[src/rtl/rrts_pkg.sv]
`timescale 1ns / 1ps
`default_nettype none
package rrts_pkg;

  localparam int SLOTS = 64;
  localparam int IDX_W = $clog2(SLOTS);
  localparam int CNT_W = $clog2(SLOTS + 1);

  typedef enum logic [1:0] {
    REQ_CREATE = 2'd0,
    REQ_SLEEP  = 2'd1,
    REQ_TICK   = 2'd2,
    REQ_LOOKUP = 2'd3
  } req_t;

  typedef enum logic [1:0] {
    ST_UNUSED   = 2'd0,
    ST_READY    = 2'd1,
    ST_RUNNING  = 2'd2,
    ST_SLEEPING = 2'd3
  } slot_st_t;

  typedef struct packed {
    slot_st_t    st;
    logic [31:0] id;
    logic [63:0] wake;
    logic [31:0] runs;
  } entry_t;

  localparam int ENTRY_W = $bits(entry_t);

  typedef enum logic [3:0] {
    OP_NONE,
    OP_LOAD,
    OP_CREATE,
    OP_RD,
    OP_LOC,
    OP_WAKE,
    OP_RR,
    OP_CUR_RD,
    OP_CUR
  } op_t;

  typedef struct packed {
    logic idle;
    op_t  op;
  } cmd_t;

  typedef struct packed {
    logic req_valid;
    logic rsp_done;
    req_t req_type;
    logic count_zero;
    logic idx_end;
    logic match;
    logic runnable;
    logic step_full;
  } dp_stat_t;

endpackage
`default_nettype wire

[src/rtl/rrts_ctrl.sv]
`timescale 1ns / 1ps
`default_nettype none
module rrts_ctrl (
  input  wire logic          clk,
  input  wire logic          rst,
  input  wire rrts_pkg::dp_stat_t stat,
  output rrts_pkg::cmd_t     cmd
);
  typedef enum logic [3:0] {
    S_IDLE, S_DISP, S_LOC_RD, S_LOC_EV, S_WAKE_RD, S_WAKE_EV,
    S_RR_RD, S_RR_EV, S_CUR_RD, S_CUR_EV, S_SEND
  } state_t;

  state_t state;

  always_comb begin
    cmd.idle = (state == S_IDLE);
    unique case (state)
      S_IDLE:    cmd.op = stat.req_valid ? rrts_pkg::OP_LOAD : rrts_pkg::OP_NONE;
      S_DISP:    cmd.op = (stat.req_type == rrts_pkg::REQ_CREATE) ? rrts_pkg::OP_CREATE
                                                                  : rrts_pkg::OP_NONE;
      S_LOC_RD,
      S_WAKE_RD,
      S_RR_RD:   cmd.op = rrts_pkg::OP_RD;
      S_LOC_EV:  cmd.op = rrts_pkg::OP_LOC;
      S_WAKE_EV: cmd.op = rrts_pkg::OP_WAKE;
      S_RR_EV:   cmd.op = rrts_pkg::OP_RR;
      S_CUR_RD:  cmd.op = rrts_pkg::OP_CUR_RD;
      S_CUR_EV:  cmd.op = rrts_pkg::OP_CUR;
      S_SEND:    cmd.op = rrts_pkg::OP_NONE;
      default:   cmd.op = rrts_pkg::OP_NONE;
    endcase
  end

  always_ff @(posedge clk) begin
    if (rst) begin
      state <= S_IDLE;
    end else begin
      unique case (state)
        S_IDLE: begin
          if (stat.req_valid) state <= S_DISP;
        end
        S_DISP: begin
          unique case (stat.req_type)
            rrts_pkg::REQ_CREATE: state <= S_CUR_RD;
            rrts_pkg::REQ_TICK:   state <= stat.count_zero ? S_CUR_RD : S_WAKE_RD;
            default:              state <= stat.count_zero ? S_CUR_RD : S_LOC_RD;
          endcase
        end
        S_LOC_RD:  state <= S_LOC_EV;
        S_LOC_EV: begin
          priority if (stat.match || stat.idx_end) state <= S_CUR_RD;
          else state <= S_LOC_RD;
        end
        S_WAKE_RD: state <= S_WAKE_EV;
        S_WAKE_EV: state <= stat.idx_end ? S_RR_RD : S_WAKE_RD;
        S_RR_RD:   state <= S_RR_EV;
        S_RR_EV: begin
          priority if (stat.runnable || stat.step_full) state <= S_CUR_RD;
          else state <= S_RR_RD;
        end
        S_CUR_RD:  state <= S_CUR_EV;
        S_CUR_EV:  state <= S_SEND;
        S_SEND: begin
          if (stat.rsp_done) state <= S_IDLE;
        end
        default:   state <= S_IDLE;
      endcase
    end
  end
endmodule
`default_nettype wire
[config.mk]
export PLATFORM = sky130hd
export DESIGN_NAME = rrts_ctrl
export DESIGN_NICKNAME = d
export VERILOG_FILES = /design/src/rtl/rrts_pkg.sv /design/src/rtl/rrts_ctrl.sv
export SDC_FILE = /design/constraint.sdc
export NUM_CORES = 1
export LEC_CHECK = 0
export BUFFER_PORTS_ARGS = -buffer_cell sky130_fd_sc_hd__buf_2
export CAP_MARGIN = 20
export CORE_MARGIN = 8
export CORE_UTILIZATION = 30
export CTS_BUF_LIST = sky130_fd_sc_hd__clkbuf_4 sky130_fd_sc_hd__clkbuf_8
export CTS_CLUSTER_DIAMETER = 80
export DETAILED_ROUTE_END_ITERATION = 7
export GPL_TIMING_DRIVEN = 0
export PLACE_DENSITY_LB_ADDON = 0.08
export RECOVER_POWER = 25
export SKIP_CTS_REPAIR_TIMING = 1
export SKIP_LAST_GASP = 1
export SLEW_MARGIN = 20
export SYNTH_ARGS = -nofsm -noshare
export SYNTH_HDL_FRONTEND = slang
export SYNTH_SLANG_ARGS = --single-unit
[constraint.sdc]
create_clock -name clk -period 1.5 [get_ports clk]
set_clock_uncertainty 0.05 [all_clocks]
set_input_delay 0.225 -clock clk [delete_from_list [all_inputs] [get_ports clk]]
set_output_delay 0.225 -clock clk [all_outputs]
set_load 0.01 [all_outputs]
==> results.json <==
{
  "synth_area_leaders": "dfxtp_1 20%, nor2b_1 6.2%, buf_6 5.6%",
  "synth-seq-area-share": 0.199,
  "hold_viol": 0,
  "reg.largest.list": "state: 4 flops",
  "worstPathMaxFanout": 3,
  "yosysWarnings": 0,
  "vdd_ir_drop_max_uv": 435,
  "grt_pass1_wl_um": 1840,
  "cts-root-buf": "clkbuf_4",
  "final_layout_size_suffix_gt1_frac": 0.568,
  "power.density_nw_per_um2": 848,
  "finalNonFillerCells": 89,
  "cts_sinks": 4,
  "die_area_sq_um": 2770,
  "rows": 13,
  "fillers": 123,
  "grt_pass1_vias": 444,
  "routed_wl_um": 1280,
  "worst_pin_slew_ns": 0.334,
  "rr_startpoint": "state[2]",
  "grt.overflow.total": 0,
  "synthTopCellsByCount": "4 x dfxtp_1, 4 x nor2_1, 4 x nor2b_1",
  "cts_buffer_depth": 2,
  "fin_ws_ns": -0.237,
  "viasPerCell": 5.33,
  "ys_types": 31,
  "start_util": 0.317,
  "pre_cts_slack_ns": -0.0417,
  "tns_ns": -0.543,
  "synth_edf_count": 0,
  "hp-start": "rst",
  "vias": 474,
  "avgSynthCellArea_sq_um": 8.03,
  "drtPass1Iterations": 4,
  "syn_area_sq_um": 402,
  "htreeDepth": 1,
  "async_reset_ff_frac": 0,
  "syn-num-nets": 61,
  "coreArea_sq_um": 1270,
  "die_y_um": 52.6,
  "yosysTopAreaCellShare": 0.199,
  "n_antenna_cell": 0,
  "avgRoutedWirePerCell_um": 14.3,
  "worst_setup_path_start_kind": "flip-flop",
  "cts_buffers": 3,
  "p_leak_uw": 0.000275,
  "dp_hpwl_um": 899,
  "violations": "setup timing",
  "ios": 16,
  "path_class": "flip-flop to output pin",
  "grt_max_degree": 11,
  "gp_congestion": 0.743,
  "outcome": "finished, violations left",
  "setup_viol": 5,
  "crit_required_ns": 1.22,
  "cts_tree": "yes",
  "slew_violations": 0,
  "arrival_ns": 1.46,
  "drtAntennaViolNets": 0,
  "synth-main-ff-cell": "dfxtp_1",
  "antenna_found_initial": 0,
  "area_growth_pct": 64.2,
  "grt_usage": 0.0890,
  "path_clk_slew_ns": 0.04,
  "cap_violations": 0,
  "drcViolationCount": 0,
  "period_share": 1.16,
  "clock_insertion_delay_worst_skew_ns": 0.24,
  "die_x_um": 52.6,
  "finalCriticalPeriod_ns": 1.74,
  "finalPower_uw": 559,
  "place_inst": 80,
  "fin_nets": 87,
  "port_buffers": 15,
  "largest_reg_flops": 4,
  "ys_ff_latch": 4,
  "setup.worst_path.end_class": "output pin",
  "min_path_type": "input pin to flip-flop",
  "rsz0062_at_grt": "true",
  "slew_headroom": 0.777,
  "fmax_ghz": 0.576,
  "synth_top_cell_by_area": "dfxtp_1",
  "cp-startpoint": "state[2]",
  "drt_iter0_markers": 10,
  "top_register": "state",
  "postSynthCellCount": 50
}
==> power by group <==
group / leakage [uW] / internal [uW] / switching [uW]
logic: 0.000226 / 146 / 128
clock network: 0.0000138 / 90.0 / 51.7
registers: 0.0000344 / 121 / 22.9
==> final cells by class <==
type                            instances  area (sq um)  area share
Tap cell                               15          18.8      0.0285
Buffer                                  5          56.3      0.0854
Multi-Input combinational cell         40           345       0.524
Inverter                                1          3.75     0.00569
Sequential cell                         4          85.1       0.129
Timing Repair Buffer                   21           128       0.194
Clock buffer                            3          22.5      0.0342
==> kinds of logic after synthesis <==
logic type / after synthesis / share of synthesized area
compound gates: 16 / 0.312
buf+inv: 6 / 0.103
flops: 4 / 0.199
simple gates: 24 / 0.386
==> stage by stage <==
step,hold WS [ns],area [sq um],utilization
after floorplan,0.238,402,-
after global placement,0.401,495,0.391
after detailed placement,0.406,495,0.391
after CTS,0.147,518,0.408
after global routing,0.138,659,0.520
final,0.150,659,0.520
==> layer usage <==
metal	up-vias	part of all wire	track usage	wire length (um)
met2	10	0.51	0.136	654
li1	238	-	-	-
met3	0	0.052	0.0511	67
met1	226	0.44	0.102	556
met5	-	0	0	0
met4	0	0	0.0259	0
==> layout by cell type, fill, tap and decap left out, types with 2 or more instances in the layout <==
cell / netlist / routed
nand2_1: 2 / 2
o22ai_1: 2 / 2
o21ai_0: 2 / 2
nor3b_1: 2 / 2
dfxtp_2: 0 / 4
nor3_1: 2 / 2
nor4b_4: 0 / 2
buf_4: 0 / 4
buf_2: 3 / 15
buf_6: 2 / 7
nand3b_1: 2 / 2
nor2_1: 4 / 3
nor2b_1: 4 / 3
clkbuf_4: 0 / 3
==> critical path: stages (launching register included) <==
cell and delay (ns):
dfxtp_2 0.31, buf_6 0.12, nor4b_4 0.32, nand2_1 0.15, a22oi_1 0.17, buf_2 0.16
==> final timing paths <==
kind	endpoint	slack (ns)	cells after the start
min	state[3]	0.15	2
max	cmd[1]	-0.24	5
max reg2reg	state[3]	0.11	6
min reg2reg	state[2]	0.60	3
(Power assumes the default switching activity.)
